<file path="src/hlsd_pkg.sv">
package hlsd_pkg;

	// level codes
	typedef logic [1:0] lvl_t;
	localparam lvl_t LVL_NONE   = 2'd0;
	localparam lvl_t LVL_SHORT  = 2'd1;
	localparam lvl_t LVL_MEDIUM = 2'd2;
	localparam lvl_t LVL_LONG   = 2'd3;

	// request operations
	typedef enum logic [1:0] {
		OP_UPDATE   = 2'd0,
		OP_LOCK_CUR = 2'd1,
		OP_LOCK_REQ = 2'd2,
		OP_CLEAR    = 2'd3
	} op_t;

	// configuration register indexes
	localparam int CFG_IDX_BITS = 3;
	typedef enum logic [CFG_IDX_BITS-1:0] {
		CFG_SHORT_THR  = 3'd0,
		CFG_MEDIUM_THR = 3'd1,
		CFG_LONG_THR   = 3'd2,
		CFG_HYST       = 3'd3,
		CFG_PROMOTION  = 3'd4,
		CFG_DEMOTION   = 3'd5,
		CFG_MAX_INPUT  = 3'd6,
		CFG_PROF_READY = 3'd7
	} cfg_idx_t;

	// register reset values
	localparam int RST_SHORT_THR  = 2000;
	localparam int RST_MEDIUM_THR = 4000;
	localparam int RST_LONG_THR   = 6000;
	localparam int RST_HYST       = 250;
	localparam int RST_PROMOTION  = 1000;
	localparam int RST_DEMOTION   = 2000;
	localparam int RST_MAX_INPUT  = 5000;

	localparam int ACTION_BITS = 64;

	// classified request, front to back
	typedef struct packed {
		op_t  op;
		logic invalid;
		logic dur_ok;
		lvl_t plain;
		logic up_s;
		logic up_m;
		logic up_l;
		logic dn_s;
		logic dn_m;
		logic dn_l;
		lvl_t req;
		logic effort;
		logic fresh;
	} class_t;

	// one result
	typedef struct packed {
		lvl_t                   level;
		logic                   locked;
		lvl_t                   frozen;
		logic [ACTION_BITS-1:0] action;
	} res_t;

endpackage

</file>
<file path="src/hlsd_fifo.sv">
module hlsd_fifo import hlsd_pkg::*; #(
	parameter int WIDTH = 8,
	parameter int DEPTH = 2
) (
	input  logic             clk,
	input  logic             arst_n,
	input  logic             push,
	input  logic [WIDTH-1:0] wdata,
	output logic             full,
	input  logic             pop,
	output logic [WIDTH-1:0] rdata,
	output logic             empty
);

	localparam int PTR_W = (DEPTH > 1) ? $clog2(DEPTH) : 1;
	localparam int CNT_W = $clog2(DEPTH + 1);

	logic [WIDTH-1:0] mem_q [DEPTH];
	logic [PTR_W-1:0] wr_ptr_q, rd_ptr_q;
	logic [CNT_W-1:0] count_q;
	logic             do_push, do_pop;

	assign full    = (count_q == CNT_W'(DEPTH));
	assign empty   = (count_q == '0);
	assign do_push = push && !full;
	assign do_pop  = pop && !empty;
	assign rdata   = mem_q[rd_ptr_q];

	// storage, no reset
	always_ff @(posedge clk) begin
		if (do_push) begin
			mem_q[wr_ptr_q] <= wdata;
		end
	end

	// pointers and fill count
	always_ff @(posedge clk or negedge arst_n) begin
		if (!arst_n) begin
			wr_ptr_q <= '0;
			rd_ptr_q <= '0;
			count_q  <= '0;
		end else begin
			if (do_push) begin
				wr_ptr_q <= (wr_ptr_q == PTR_W'(DEPTH - 1)) ? '0 : wr_ptr_q + 1'b1;
			end
			if (do_pop) begin
				rd_ptr_q <= (rd_ptr_q == PTR_W'(DEPTH - 1)) ? '0 : rd_ptr_q + 1'b1;
			end
			if (do_push && !do_pop) begin
				count_q <= count_q + 1'b1;
			end else if (do_pop && !do_push) begin
				count_q <= count_q - 1'b1;
			end
		end
	end

	a_count_bound: assert property (@(posedge clk) disable iff (!arst_n)
		count_q <= CNT_W'(DEPTH))
		else $error("fifo count beyond depth");

	a_count_grow: assert property (@(posedge clk) disable iff (!arst_n)
		(do_push && !do_pop) |=> (count_q == $past(count_q) + 1'b1))
		else $error("fifo count did not grow on push");

	a_full_not_empty: assert property (@(posedge clk) disable iff (!arst_n)
		full |-> !empty)
		else $error("fifo full and empty together");

endmodule

</file>
<file path="src/hlsd_front.sv">
module hlsd_front import hlsd_pkg::*; #(
	parameter int SPEED_BITS = 16,
	parameter int TIME_BITS  = 16
) (
	input  logic [1:0]            opcode,
	input  logic [SPEED_BITS-1:0] speed,
	input  logic                  speed_invalid,
	input  logic [TIME_BITS-1:0]  duration_ms,
	input  logic [1:0]            requested_level,
	input  logic                  effort_ready,
	input  logic                  telemetry_fresh,
	input  logic [SPEED_BITS-1:0] short_thr,
	input  logic [SPEED_BITS-1:0] medium_thr,
	input  logic [SPEED_BITS-1:0] long_thr,
	input  logic [SPEED_BITS-1:0] hyst,
	input  logic [TIME_BITS-1:0]  max_input,
	output class_t                cls
);

	logic [SPEED_BITS:0] s_w, sh_w, up_s_w, up_m_w, up_l_w;

	// widened sums: s < thr - h is tested as s + h < thr
	assign s_w    = {1'b0, speed};
	assign sh_w   = {1'b0, speed} + {1'b0, hyst};
	assign up_s_w = {1'b0, short_thr} + {1'b0, hyst};
	assign up_m_w = {1'b0, medium_thr} + {1'b0, hyst};
	assign up_l_w = {1'b0, long_thr} + {1'b0, hyst};

	// classify the request
	always_comb begin
		cls.op      = op_t'(opcode);
		cls.invalid = speed_invalid;
		cls.dur_ok  = (duration_ms != '0) && (duration_ms <= max_input);
		if (speed >= long_thr) begin
			cls.plain = LVL_LONG;
		end else if (speed >= medium_thr) begin
			cls.plain = LVL_MEDIUM;
		end else if (speed >= short_thr) begin
			cls.plain = LVL_SHORT;
		end else begin
			cls.plain = LVL_NONE;
		end
		cls.up_s   = (s_w >= up_s_w);
		cls.up_m   = (s_w >= up_m_w);
		cls.up_l   = (s_w >= up_l_w);
		cls.dn_s   = (sh_w < {1'b0, short_thr});
		cls.dn_m   = (sh_w < {1'b0, medium_thr});
		cls.dn_l   = (sh_w < {1'b0, long_thr});
		cls.req    = requested_level;
		cls.effort = effort_ready;
		cls.fresh  = telemetry_fresh;
	end

endmodule

</file>
<file path="src/hlsd_back.sv">
module hlsd_back import hlsd_pkg::*; #(
	parameter int TIME_BITS = 16
) (
	input  logic                   clk,
	input  logic                   arst_n,
	input  logic                   in_valid,
	input  class_t                 cls,
	input  logic [TIME_BITS-1:0]   dur,
	input  logic [ACTION_BITS-1:0] action,
	output logic                   in_pop,
	input  logic                   out_full,
	output logic                   out_push,
	output res_t                   res,
	input  logic [TIME_BITS-1:0]   promotion,
	input  logic [TIME_BITS-1:0]   demotion,
	input  logic                   prof_ready
);

	lvl_t                   level_q, level_d;
	logic                   started_q, started_d;
	lvl_t                   cand_lvl_q, cand_lvl_d;
	logic [TIME_BITS-1:0]   cand_time_q, cand_time_d;
	logic                   locked_q, locked_d;
	lvl_t                   frozen_q, frozen_d;
	logic [ACTION_BITS-1:0] faction_q, faction_d;

	logic                   step;
	lvl_t                   band;
	lvl_t                   lock_lvl;
	logic [TIME_BITS-1:0]   base;
	logic [TIME_BITS:0]     sum;
	logic [TIME_BITS-1:0]   acc;
	logic [TIME_BITS-1:0]   need;

	assign step     = in_valid && !out_full;
	assign in_pop   = step;
	assign out_push = step;

	// Schmitt stage, relative to the present level
	always_comb begin
		case (level_q)
			LVL_NONE: begin
				band = cls.up_l ? LVL_LONG : cls.up_m ? LVL_MEDIUM :
					cls.up_s ? LVL_SHORT : LVL_NONE;
			end
			LVL_SHORT: begin
				band = cls.up_l ? LVL_LONG : cls.up_m ? LVL_MEDIUM :
					cls.dn_s ? LVL_NONE : LVL_SHORT;
			end
			LVL_MEDIUM: begin
				band = cls.up_l ? LVL_LONG :
					cls.dn_m ? (cls.dn_s ? LVL_NONE : LVL_SHORT) : LVL_MEDIUM;
			end
			default: begin
				band = !cls.dn_l ? LVL_LONG : cls.dn_s ? LVL_NONE :
					cls.dn_m ? LVL_SHORT : LVL_MEDIUM;
			end
		endcase
	end

	// dwell accumulation, saturated at the demotion time
	always_comb begin
		base = (cand_lvl_q == band) ? cand_time_q : '0;
		sum  = {1'b0, base} + {1'b0, dur};
		acc  = (sum > {1'b0, demotion}) ? demotion : sum[TIME_BITS-1:0];
		need = (band > level_q) ? promotion : demotion;
	end

	// lock level
	always_comb begin
		lock_lvl = (cls.op == OP_LOCK_CUR) ? level_q : cls.req;
		if (!(prof_ready && lock_lvl != LVL_NONE && cls.effort && cls.fresh)) begin
			lock_lvl = LVL_NONE;
		end
	end

	// next state
	always_comb begin
		level_d     = level_q;
		started_d   = started_q;
		cand_lvl_d  = cand_lvl_q;
		cand_time_d = cand_time_q;
		locked_d    = locked_q;
		frozen_d    = frozen_q;
		faction_d   = faction_q;
		if (step) begin
			case (cls.op)
				OP_UPDATE: begin
					if (!locked_q && prof_ready) begin
						if (cls.invalid) begin
							level_d     = LVL_NONE;
							started_d   = 1'b1;
							cand_lvl_d  = LVL_NONE;
							cand_time_d = '0;
						end else if (cls.dur_ok) begin
							if (!started_q) begin
								level_d   = cls.plain;
								started_d = 1'b1;
							end else if (band == level_q || acc >= need) begin
								level_d     = band;
								cand_lvl_d  = LVL_NONE;
								cand_time_d = '0;
							end else begin
								cand_lvl_d  = band;
								cand_time_d = acc;
							end
						end
					end
				end
				OP_LOCK_CUR, OP_LOCK_REQ: begin
					if (!locked_q) begin
						locked_d    = 1'b1;
						faction_d   = action;
						frozen_d    = lock_lvl;
						level_d     = lock_lvl;
						cand_lvl_d  = LVL_NONE;
						cand_time_d = '0;
					end
				end
				OP_CLEAR: begin
					level_d     = LVL_NONE;
					started_d   = 1'b0;
					cand_lvl_d  = LVL_NONE;
					cand_time_d = '0;
					locked_d    = 1'b0;
					frozen_d    = LVL_NONE;
					faction_d   = '0;
				end
				default: begin
				end
			endcase
		end
	end

	// result after this request
	always_comb begin
		res.level  = level_d;
		res.locked = locked_d;
		res.frozen = frozen_d;
		res.action = faction_d;
	end

	// state registers
	always_ff @(posedge clk or negedge arst_n) begin
		if (!arst_n) begin
			level_q     <= LVL_NONE;
			started_q   <= 1'b0;
			cand_lvl_q  <= LVL_NONE;
			cand_time_q <= '0;
			locked_q    <= 1'b0;
			frozen_q    <= LVL_NONE;
			faction_q   <= '0;
		end else begin
			level_q     <= level_d;
			started_q   <= started_d;
			cand_lvl_q  <= cand_lvl_d;
			cand_time_q <= cand_time_d;
			locked_q    <= locked_d;
			frozen_q    <= frozen_d;
			faction_q   <= faction_d;
		end
	end

	a_lock_no_cand: assert property (@(posedge clk) disable iff (!arst_n)
		locked_q |-> (cand_lvl_q == LVL_NONE && cand_time_q == '0))
		else $error("candidate pending while locked");

	a_cand_differs: assert property (@(posedge clk) disable iff (!arst_n)
		(cand_time_q != '0) |-> (cand_lvl_q != level_q))
		else $error("candidate equals adopted level");

	a_unlocked_clean: assert property (@(posedge clk) disable iff (!arst_n)
		!locked_q |-> (frozen_q == LVL_NONE && faction_q == '0))
		else $error("frozen data held while unlocked");

endmodule

</file>
<file path="src/hysteretic_level_selector_with_dwell.sv">
// Channel  | Handshake          | Fields
// request  | push / full        | opcode speed speed_invalid duration_ms action_id
//          |                    | requested_level effort_ready telemetry_fresh
// result   | pop / empty        | current_level is_locked locked_level locked_action
// config   | wr_en wr_index     | wr_data (no wait, no read-back)
//
// One request per cycle sustained while the result queue is popped; each result
// is registered in the result queue before it shows on the result ports.
// The front classifies against the thresholds, a two-entry queue feeds the back,
// which updates the level state once per request into a two-entry result queue.
// full rises when both queues fill; the back stalls only on a full result queue.
// arst_n clears the level state and the queue pointers and loads the register reset values.
module hysteretic_level_selector_with_dwell import hlsd_pkg::*; #(
	parameter int SPEED_BITS = 16,
	parameter int TIME_BITS  = 16
) (
	input  logic                            clk,
	input  logic                            arst_n,
	input  logic                            push,
	output logic                            full,
	input  logic [1:0]                      opcode,
	input  logic [SPEED_BITS-1:0]           speed,
	input  logic                            speed_invalid,
	input  logic [TIME_BITS-1:0]            duration_ms,
	input  logic [ACTION_BITS-1:0]          action_id,
	input  logic [1:0]                      requested_level,
	input  logic                            effort_ready,
	input  logic                            telemetry_fresh,
	output logic                            empty,
	input  logic                            pop,
	output logic [1:0]                      current_level,
	output logic                            is_locked,
	output logic [1:0]                      locked_level,
	output logic [ACTION_BITS-1:0]          locked_action,
	input  logic                            wr_en,
	input  logic [CFG_IDX_BITS-1:0]         wr_index,
	input  logic [((SPEED_BITS > TIME_BITS) ? SPEED_BITS : TIME_BITS)-1:0] wr_data
);

	localparam int MID_W = $bits(class_t) + TIME_BITS + ACTION_BITS;

	logic [SPEED_BITS-1:0] short_thr_q, medium_thr_q, long_thr_q, hyst_q;
	logic [TIME_BITS-1:0]  promotion_q, demotion_q, max_input_q;
	logic                  prof_ready_q;

	class_t                 cls_in, cls_out;
	logic [MID_W-1:0]       mid_wdata, mid_rdata;
	logic                   mid_empty, mid_pop;
	logic [TIME_BITS-1:0]   dur_out;
	logic [ACTION_BITS-1:0] act_out;
	logic                   res_full, res_push;
	res_t                   res_in, res_out;

	// configuration registers
	always_ff @(posedge clk or negedge arst_n) begin
		if (!arst_n) begin
			short_thr_q  <= SPEED_BITS'(RST_SHORT_THR);
			medium_thr_q <= SPEED_BITS'(RST_MEDIUM_THR);
			long_thr_q   <= SPEED_BITS'(RST_LONG_THR);
			hyst_q       <= SPEED_BITS'(RST_HYST);
			promotion_q  <= TIME_BITS'(RST_PROMOTION);
			demotion_q   <= TIME_BITS'(RST_DEMOTION);
			max_input_q  <= TIME_BITS'(RST_MAX_INPUT);
			prof_ready_q <= 1'b0;
		end else if (wr_en) begin
			case (cfg_idx_t'(wr_index))
				CFG_SHORT_THR:  short_thr_q  <= wr_data[SPEED_BITS-1:0];
				CFG_MEDIUM_THR: medium_thr_q <= wr_data[SPEED_BITS-1:0];
				CFG_LONG_THR:   long_thr_q   <= wr_data[SPEED_BITS-1:0];
				CFG_HYST:       hyst_q       <= wr_data[SPEED_BITS-1:0];
				CFG_PROMOTION:  promotion_q  <= wr_data[TIME_BITS-1:0];
				CFG_DEMOTION:   demotion_q   <= wr_data[TIME_BITS-1:0];
				CFG_MAX_INPUT:  max_input_q  <= wr_data[TIME_BITS-1:0];
				CFG_PROF_READY: prof_ready_q <= wr_data[0];
				default: begin
				end
			endcase
		end
	end

	// front: classify requests
	hlsd_front #(
		.SPEED_BITS(SPEED_BITS),
		.TIME_BITS (TIME_BITS)
	) u_front (
		.opcode         (opcode),
		.speed          (speed),
		.speed_invalid  (speed_invalid),
		.duration_ms    (duration_ms),
		.requested_level(requested_level),
		.effort_ready   (effort_ready),
		.telemetry_fresh(telemetry_fresh),
		.short_thr      (short_thr_q),
		.medium_thr     (medium_thr_q),
		.long_thr       (long_thr_q),
		.hyst           (hyst_q),
		.max_input      (max_input_q),
		.cls            (cls_in)
	);

	// queue between front and back
	assign mid_wdata = {cls_in, duration_ms, action_id};

	hlsd_fifo #(
		.WIDTH(MID_W),
		.DEPTH(2)
	) u_mid_q (
		.clk   (clk),
		.arst_n(arst_n),
		.push  (push),
		.wdata (mid_wdata),
		.full  (full),
		.pop   (mid_pop),
		.rdata (mid_rdata),
		.empty (mid_empty)
	);

	assign {cls_out, dur_out, act_out} = mid_rdata;

	// back: level state update
	hlsd_back #(
		.TIME_BITS(TIME_BITS)
	) u_back (
		.clk       (clk),
		.arst_n    (arst_n),
		.in_valid  (!mid_empty),
		.cls       (cls_out),
		.dur       (dur_out),
		.action    (act_out),
		.in_pop    (mid_pop),
		.out_full  (res_full),
		.out_push  (res_push),
		.res       (res_in),
		.promotion (promotion_q),
		.demotion  (demotion_q),
		.prof_ready(prof_ready_q)
	);

	// result queue
	hlsd_fifo #(
		.WIDTH($bits(res_t)),
		.DEPTH(2)
	) u_res_q (
		.clk   (clk),
		.arst_n(arst_n),
		.push  (res_push),
		.wdata (res_in),
		.full  (res_full),
		.pop   (pop),
		.rdata (res_out),
		.empty (empty)
	);

	assign current_level = res_out.level;
	assign is_locked     = res_out.locked;
	assign locked_level  = res_out.frozen;
	assign locked_action = res_out.action;

endmodule
</file>
<file path="config.mk">
export PLATFORM = sky130hd
export DESIGN_NAME = hysteretic_level_selector_with_dwell
export DESIGN_NICKNAME = d
export VERILOG_FILES = /design/src/hlsd_pkg.sv /design/src/hlsd_fifo.sv /design/src/hlsd_front.sv /design/src/hlsd_back.sv /design/src/hysteretic_level_selector_with_dwell.sv
export SDC_FILE = /design/constraint.sdc
export NUM_CORES = 1
export LEC_CHECK = 0
export BUFFER_PORTS_ARGS = -buffer_cell sky130_fd_sc_hd__buf_2
export CAP_MARGIN = 20
export CORE_ASPECT_RATIO = 0.5
export CORE_MARGIN = 5
export CORE_UTILIZATION = 55
export DETAILED_ROUTE_END_ITERATION = 10
export HOLD_SLACK_MARGIN = 0.1
export PLACE_DENSITY = 0.77
export SYNTH_ARGS = -nofsm -noshare
export SYNTH_HDL_FRONTEND = slang
export SYNTH_SLANG_ARGS = --single-unit
export TNS_END_PERCENT = 5
</file>
<file path="constraint.sdc">
create_clock -name clk -period 6.83 [get_ports clk]
set_clock_uncertainty 0.2 [all_clocks]
set_input_delay 0.3415 -clock clk [delete_from_list [all_inputs] [get_ports clk]]
set_output_delay 0.3415 -clock clk [all_outputs]
set_load 0.005 [all_outputs]
</file>
# Yosys cells after proc, flatten, opt, wreduce, memory -nomap -nowiden
# Memories as Yosys holds them, arrays and structs flattened.
# Cells that the tools add are included.
# classes
add_sub_neg,13
mul,0
div,0
n_lt_le_gt_ge,13
n_eq_ne,20
shifts,0
mux,66
bitwise_logic,0
n_reduce_logical,45
# ops
cell,count
16-bit two-way mux,9
64-bit two-way mux,2
64-bit one-hot mux with 2 select lines,1
16-bit by 16-bit adder with 17-bit output,5
16-bit greater-or-equal comparator,4
2-bit two-way mux,32
16-bit by 17-bit greater-or-equal comparator with 1-bit output,3
17-bit by 16-bit < comparator with 1-bit output,3
16-bit one-hot mux with 3 select lines,1
2-bit one-hot mux with 3 select lines,3
17-bit by 16-bit greater-than comparator with 1-bit output,1
16-bit <= comparator,1
2-bit AND reduction,8
16-bit nonzero test,1
1-bit two-way mux,15
1-bit logical AND,14
3-bit == test (second input constant),4
2-bit == test (second input constant),5
1-bit logical NOT,9
2-bit logical NOT,4
2-bit nonzero test,4
3-bit by 2-bit == test with 1-bit output (second input constant),2
5-bit AND reduction,1
1-bit adder (second input constant),4
other kinds (16),21
# word_totals
register_bits,209
latchBits,0
ramBits,330
rom_bits,0
in_bits,127
out_inout_bits,71
word_cells,180
memories,2
# memory_table
memory,words,word_bits,read_ports,rd_ports_with_merged_regs,wr,line_no,rtl
u_mid_q.mem_q,2,96,1,0,1,hlsd_fifo.sv:18,logic [WIDTH-1:0] mem_q [DEPTH];
u_res_q.mem_q,2,69,1,0,1,hlsd_fifo.sv:18,

# Logic depth before layout (Yosys ltp)
# Gate-level depths: netlist of run 1.
# An unclocked memory read counts as a cell.
# logic_depth
ltp_word,19
mapped_depth,40
ltp_nobuf,35

# Cells and area by module
# Synthesis of run 1 repeated with hierarchy kept, for this count alone.
# unflattened
cells_unflattened,2214
hier_area_um2,29378.2
# by_module_without_submodules
module,instances,cells_per_inst,area_each_um2,seq_area_each_um2
hlsd_fifo (u_mid_q),1,318,7241.9,5865.6
hlsd_front,1,800,6268.5,0.0
hlsd_back,1,613,5918.2,2202.1
hlsd_fifo (u_res_q),1,234,5527.8,4244.1
hysteretic_level_selector_with_dwell,1,249,4421.7,2880.3

# Worst setup path after synthesis of run 1
# No wires, ideal clock.
# synth_path
path_kind,register -> register
from,reg u_mid_q.rd_ptr_q
to,reg u_back.cand_time_q[7]
setup_ns,0.064
arrival_time_ns,7.028
required_time_ns,6.566
path_slack_ns,-0.462
stages_incl_launch_ff,37
path_buffers,4
synth_period_minus_slack_ns,7.292
path_cell_list,dfrtp_1 -> buf_4 -> mux2i_1 -> nor3_1 -> a211oi_1 -> o32ai_1 -> xnor2_1 -> nor2_2 -> buf_4 -> and2_1 -> ha_1 -> inv_1 -> fa_1 -> nor2b_4 -> o31a_1 -> o22ai_2 -> o21ai_2 -> a31oi_2 -> xnor2_1 -> ha_1 -> nand4_1 -> nor2_1 -> a2111oi_2 -> o311ai_1 -> a221oi_2 -> o21ai_2 -> mux2_2 -> ha_1 -> a21o_1 -> a21o_1 -> a221o_1 -> a41oi_1 -> a21o_1 -> and3_1 -> buf_1 -> buf_2 -> a22o_2
# synth_between
elab_chain_len,18
elab_cells_between_ends,39
cone_classes,add/sub (1); order compare (3); eq/ne (9); mux (21); reduce/logical (4); memory (1)
# synth_lines
item,line_no,rtl
"start, declared",hlsd_fifo.sv:19,"logic [PTR_W-1:0] wr_ptr_q, rd_ptr_q;"
"start signal, assigned",hlsd_fifo.sv:47,rd_ptr_q <= (rd_ptr_q == PTR_W'(DEPTH - 1)) ? '0 : rd_ptr_q + 1'b1;
memory 2 x 96 bit (*),n/a,
2-bit two-way mux (tied with other cells),hlsd_back.sv:56,cls.dn_m ? LVL_SHORT : LVL_MEDIUM;
"2-bit two-way mux, on equally long branches (2 in a row)",n/a,
2-bit one-hot mux with 3 select lines,hlsd_back.sv:41,case (level_q)
2-bit == test,hlsd_back.sv:63,base = (cand_lvl_q == band) ? cand_time_q : '0;
16-bit two-way mux,hlsd_back.sv:63,
16-bit by 16-bit adder with 17-bit output,hlsd_back.sv:64,"sum = {1'b0, base} + {1'b0, dur};"
17-bit by 16-bit greater-than comparator with 1-bit output,hlsd_back.sv:65,"acc = (sum > {1'b0, demotion}) ? demotion : sum[TIME_BITS-1:0];"
16-bit two-way mux,hlsd_back.sv:65,
16-bit greater-or-equal comparator,hlsd_back.sv:99,end else if (band == level_q || acc >= need) begin
1-bit logical OR,hlsd_back.sv:99,
16-bit two-way mux,hlsd_back.sv:99,
16-bit two-way mux,hlsd_back.sv:96,if (!started_q) begin
16-bit two-way mux,hlsd_back.sv:95,end else if (cls.dur_ok) begin
16-bit two-way mux,hlsd_back.sv:90,if (cls.invalid) begin
16-bit two-way mux,hlsd_back.sv:89,if (!locked_q && prof_ready) begin
16-bit one-hot mux with 3 select lines,hlsd_back.sv:87,case (cls.op)
"end signal, assigned",hlsd_back.sv:157,cand_time_q <= cand_time_d;
"end, declared",hlsd_back.sv:22,"logic [TIME_BITS-1:0] cand_time_q, cand_time_d;"
# Every way passes the cells marked *; elsewhere a longest branch is shown, timed or not. The select of a mux whose other input is x is not followed.
# A chain may end at the register's enable or synchronous reset.

==> results of run 1 <==
synth_stat cells, drive strengths merged (4+ instances only):
library cell and n:
edfxtp 330, ha 276, o21ai 178, nand2 175
mux2 169, dfrtp 167, inv 120, a21oi 91
mux2i 91, nor2 87, clkbuf 42, dfstp 42
xnor2 40, a21o 39, nor3 35, xor2 33
nand3 30, nor2b 25, nand4 24, o21a 24
a211oi 20, and2 20, buf 17, a22o 14
nand2b 13, and3 12, o211ai 12, o21bai 10
a211o 9, nor4 9, a2111oi 7, a31oi 6
a31o 5, a41oi 5, fa 5, o41ai 5
a221oi 4, a41o 4, nand4b 4, o2111ai 4
o31ai 4, or3 4
worst max path at each step:
stage,to,slack (ns)
2_1_floorplan,u_back.cand_time_q[7],-0.08
3_3_place_gp,u_back.cand_time_q[8],-0.72
3_5_place_dp,u_back.cand_time_q[2],-0.84
4_1_cts,u_res_q.mem_q[0][67],-0.28
5_1_grt,u_res_q.mem_q[0][67],-0.84
6_report,u_res_q.mem_q[0][67],-0.45
critical path, delay by kind of cell, from the launching register on:
kind,cells,cell delay [ns]
adder cells (fa/ha/maj),4,1.15
multiplexers,3,0.69
AO/OA/AOI/OAI,15,2.60
flip-flops,1,0.48
buffers and inverters,3,0.40
AND/OR/NAND/NOR,6,1.13
XOR/XNOR,2,0.35
logic make-up (layout without fill, tap and decap cells):
group           count (synthesis)  count (layout)  share of synthesized area, %
fa+ha+maj                     281             281                         12.66
flops                         539             539                         54.14
mux                           260             260                         10.13
xor+xnor                       73              73                         2.278
compound gates                467             467                         10.76
buf+inv                       179             613                         2.492
other cells                     0               4                             0
simple gates                  450             451                         7.539
timing repair:
action	CTS	global route
pin swaps	28	5
hold buffers	110	0
gates cloned	1	0
resized for setup	35	5
setup endpoints to repair	24	24
hold endpoints to repair	363	0
setup buffers	12	1
metrics by stage:
step	setup TNS, ns	setup slack [ns]	util (%)	cell area, µm²
finish	-8.102	-0.4479	66.69	33590
global route	-17.27	-0.8378	66.69	33590
CTS	-4.230	-0.2762	66.61	33550
detailed placement	-17.64	-0.8364	60.54	30490
global placement	-14.46	-0.7249	60.54	30490
floorplan	-0.8538	-0.08230	-	28190
routing by layer:
| metal | global-route usage [%] | up-vias |
|---|---|---|
| li1 | - | 9206 |
| met1 | 30.46 | 9403 |
| met2 | 43.30 | 395 |
| met3 | 3.525 | 119 |
| met4 | 7.785 | 4 |
| met5 | 0 | - |
registers in the layout, summed over array words and instances, names as in the netlist, 16 cells and up:
name / flops
demotion_q: 16
short_thr_q: 16
hyst_q: 16
u_mid_q.mem_q: 192
u_back.cand_time_q: 16
u_back.faction_q: 64
medium_thr_q: 16
promotion_q: 16
u_res_q.mem_q: 138
long_thr_q: 16
max_input_q: 16
report_power, final:
part	switching [mW]	internal (mW)	leakage, nW	total [mW]
clock	1.24	1.66	0.813	2.90
sequential	0.531	4.94	5.69	5.47
combinational	3.95	3.13	7.88	7.08
final cells by class:
cell class	instances	area [µm²]
clock buffers	69	1351
inverters	120	450.4
repair buffers	403	2850
fillers	3663	16770
flip-flops and latches	539	15200
diodes	4	10.01
clock inverters	21	322.8
well taps	690	863.3
multi-input cells	1532	12540
==> results.ini, run 1 <==
[critical_path]
worstPathArrival_ns=7.38
max_stage_delay_ns=0.48
crit_path_end_kind=register
required_ns=6.94
r2r_end=u_res_q.mem_q[0][67]
start_kind=register
cp_max_fo=11
reg2regPathDepth=33
crit_type=reg -> reg
r2r_slack_ns=-0.45
r2r_start=u_mid_q.rd_ptr_q
cp-startpoint=u_mid_q.rd_ptr_q
cp_slowest_cell=dfrtp_4

[final_layout]
final_cell_mix=330 x edfxtp_1, 268 x ha_1, 196 x buf_2
stdcell_count=3378
layout-drive-gt1-share_pct=24.63
area_growth_pct=19.69
nets=3053
final_common_cell=edfxtp_1

[timing]
rsz0062_at_grt=true
setup_viol=24
tightest_slew_ns=1.055
final-hold-violation-count=0
relSlewSlack_pct=29.67
period_minus_slack_ns=7.278
fmax_ghz=0.1374
timing.final.ws_setup_ns=-0.4479
worst_hold_slack_ns=0.09570
final_max_slew_viol_count=0
fin_crit_sh_pct=106.6

[worst_hold_path]
hold_path_class=in -> async

[yosys]
syn_inst=2249
yosysTopAreaCell=edfxtp_1
syn_area_per_cell_um2=12.48
ys_seq_area_share_pct=54.14
netlist_top_cells_area=edfxtp_1 35%, dfrtp_1 15%, ha_1 12%
async_flop_share_pct=38.78
synth_top_area_share_pct=35.31
ys_warn_count=0
synthFlopType=edfxtp_1
yosysUniqueCellTypes=82
synth_edf_count=330
ys_ff_latch=539
synth_nets=2657
synth_area_um2=28060

[drt]
ant_nets=0
via_count=19130
post_drt_wl_per_cell_um=20.12
drt-pass1-iter-count=6
drt-total-wl_um=67950
drtIter0Drc=1248
wl_met3_um=2882
route.detailed.drc=0
drt-met1-wl_um=28790
vias_per_cell=5.662
met2_wirelength_um=34010
route.top_layer_used=met5

[clocking]
root_buffer=clkbuf_16
clk_pin_slew_ns=0.07
cts_tree=built
clockBufferDepth=3
numCtsBuffers=49
clkSinkCount=539
clock_latency_ns=0.59
h-tree-depth=2

[run_status]
status=complete, but fails checks
violations=negative setup slack

[floorplanning]
die_x_um=329.5
pin_count=198
rows=58
die_area_um2=55920
die_h_um=169.7
core_area_um2=50360
start_util_pct=55.72

[power]
p_leak_nw=14.39
power_density_nw_per_um2=459.9
p_total_mw=15.45
ir_drop_mv=0.3113

[grt]
grt_use_total_pct=24.12
grt_pass1_wl_um=106500
grt_max_degree=138
grt_pass1_vias=19930
antenna_found_initial=6
globalRouteOverflowTotal=0

[placed_design]
place.gp.congestion=0.8873
dp_hpwl_um=46520
port_buffers=197
place_inst=3160

[flow_run]
max_cap_viol_count=0

Power figures use the tool's default switching activity.
==> run 2: changes to the inputs <==
- CAP_MARGIN: 20 -> unset
- CORE_UTILIZATION: 55 -> 57
- CTS_BUF_LIST: unset -> sky130_fd_sc_hd__clkbuf_4 sky130_fd_sc_hd__clkbuf_8
- PLACE_DENSITY: 0.77 -> 0.79
- SKIP_CTS_REPAIR_TIMING: unset -> 1
==> results.ini, run 2 (synthesis gave the netlist of run 1 again) <==
[clocking]
h-tree-depth=3  ; +1
numCtsBuffers=77  ; +57%
clkSinkCount=539  ; unchanged
clockBufferDepth=3  ; unchanged
root_buffer=clkbuf_8
cts_tree=built
clock_latency_ns=0.66  ; +0.07 ns
clk_pin_slew_ns=0.07  ; about the same

[grt]
grt_pass1_vias=19440  ; -2.4%
globalRouteOverflowTotal=0  ; unchanged
grt_pass1_wl_um=104500  ; -1.9%
antenna_found_initial=1  ; -5
grt_use_total_pct=24.36  ; +0.24 points
grt_max_degree=90  ; -35%

[worst_hold_path]
hold_path_class=in -> async

[placed_design]
dp_hpwl_um=46880  ; +0.77%
place_area_um2=30450  ; -0.14%
place_inst=3120  ; -1.3%
place.gp.congestion=0.8872  ; about the same
port_buffers=197  ; unchanged

[final_layout]
largest_register_ffs=192  ; unchanged
final_cell_mix=330 x edfxtp_1, 269 x ha_1, 196 x buf_2
n_fill_cell=3331  ; -9.1%
top_register=u_mid_q.mem_q
final_common_cell=edfxtp_1
multi_input_area_um2=12510  ; -0.23%
ff_latch_area_um2=15200  ; unchanged
biggestRegsByFlops=u_mid_q.mem_q: 192 flops, u_res_q.mem_q: 138 flops, u_back.faction_q: 64 flops
layout-drive-gt1-share_pct=26.17  ; +1.5 points
stdcell_count=3386  ; +0.24%
final_area_um2=33490  ; -0.30%
fin_util_pct=68.85  ; +2.2 points
nets=3081  ; +0.92%
area_growth_pct=19.33

[power]
p_seq_share_pct=35.7  ; +0.3 points
p_sw_mw=5.804  ; +1.5%
p_int_mw=9.538  ; -1.9%
clockPowerShare_pct=17.7  ; -1.1 points
combPwrFrac_pct=46.6  ; +0.8 points
p_total_mw=15.34  ; -0.68%
swShare_pct=37.83  ; +0.80 points
ir_drop_mv=0.3476  ; +12%
power_density_nw_per_um2=458.2  ; -0.38%
p_leak_nw=14.46  ; +0.51%

[floorplanning]
die_area_um2=54040  ; -3.4%
start_util_pct=57.70  ; +2.0 points
die_x_um=323.8  ; -1.7%
pin_count=198  ; unchanged
core_area_um2=48640  ; -3.4%
die_h_um=166.9  ; -1.7%
rows=57  ; -1.7%

[timing]
timing.final.ws_setup_ns=-0.6007  ; -0.1528 ns
fin_setup_tns_ns=-12.24  ; -4.139 ns
period_minus_slack_ns=7.431  ; +0.1528 ns
rsz0062_at_grt=true
fmax_ghz=0.1346  ; -2.1%
tightest_slew_ns=1.117  ; +0.06239 ns
final_max_slew_viol_count=0  ; unchanged
relSlewSlack_pct=25.51  ; -4.2 points
fin_crit_sh_pct=108.8  ; +2.2 points
final-hold-violation-count=0  ; unchanged
setup_viol=24  ; unchanged

[drt]
drtIter0Drc=1266  ; +1.4%
drt-pass1-iter-count=7  ; +1
via_count=19440  ; +1.6%
route.detailed.drc=0  ; unchanged
drt-total-wl_um=69150  ; +1.8%
vias_per_cell=5.742  ; +1.4%
post_drt_wl_per_cell_um=20.42  ; +1.5%
ant_nets=0  ; unchanged

[critical_path]
r2r_end=u_res_q.mem_q[1][67]
r2r_start=u_mid_q.rd_ptr_q
cp_max_fo=5  ; -6
reg2regPathDepth=32  ; -3.0%
cp_slowest_cell=dfrtp_4
worstPathArrival_ns=7.59  ; +0.21 ns
r2r_slack_ns=-0.60  ; -0.15 ns
required_ns=6.99  ; +0.05 ns
crit_path_end_kind=register
start_kind=register
crit_type=reg -> reg
max_stage_delay_ns=0.51  ; +0.03 ns

[run_status]
violations=negative setup slack
status=complete, but fails checks

[flow_run]
max_cap_viol_count=0  ; unchanged

## run 2: area by class of cell
class / count / share of cell area, %
clock buffers: 116 / 4.245
multi-input cells: 1532 / 37.36
flip-flops and latches: 539 / 45.39
clock inverters: 26 / 0.6539
diodes: 1 / 0.007473
inverters: 120 / 1.345
well taps: 649 / 2.425
repair buffers: 403 / 8.571
## run 2: metal layers
layer | track usage (%) | share of wire [%]
met1 | 32.35 | 43
met2 | 42.23 | 50
met3 | 3.299 | 4.2
met4 | 7.154 | 2.9
met5 | 0 | 0
## run 2: metrics by stage
step	hold slack (ns)	setup slack, ns
after floorplan	-0.1541	-0.08230
after global placement	0.2160	-0.7422
after detailed placement	0.2229	-0.8478
after CTS	-0.4807	-0.8755
after global routing	0.1858	-0.9108
final	0.1192	-0.6007
## run 2: worst max path at each step
stage	start	to	slack, ns	cells past startpoint
after global routing	u_mid_q.rd_ptr_q	u_res_q.mem_q[1][67]	-0.91	33
after floorplan	u_mid_q.rd_ptr_q	u_back.cand_time_q[7]	-0.08	38
after detailed placement	u_mid_q.rd_ptr_q	u_back.cand_time_q[3]	-0.85	30
after CTS	u_mid_q.rd_ptr_q	u_back.cand_time_q[2]	-0.88	30
final	u_mid_q.rd_ptr_q	u_res_q.mem_q[1][67]	-0.60	32
after global placement	u_mid_q.rd_ptr_q	u_back.cand_time_q[8]	-0.74	30
## run 2: critical path, delay by kind of cell, from the launching register on
| kind | cells | cell delay, ns |
|---|---|---|
| multiplexers | 3 | 0.79 |
| XOR/XNOR | 1 | 0.31 |
| flip-flops | 1 | 0.51 |
| AND/OR/NAND/NOR | 7 | 1.04 |
| buffers and inverters | 4 | 0.60 |
| AO/OA/AOI/OAI | 14 | 2.90 |
| adder cells (fa/ha/maj) | 3 | 0.80 |
## run 2: power groups by stage
| stage | sequential, mW | clock (mW) | combinational, mW |
|---|---|---|---|
| 3_5_place_dp | 5.51 | 0 | 6.74 |
| 3_3_place_gp | 5.44 | 0 | 6.56 |
| 2_1_floorplan | 5.30 | 0 | 4.67 |
| 4_1_cts | 5.45 | 2.74 | 6.80 |
| 5_1_grt | 5.57 | 2.91 | 7.87 |
| 6_report | 5.48 | 2.71 | 7.15 |
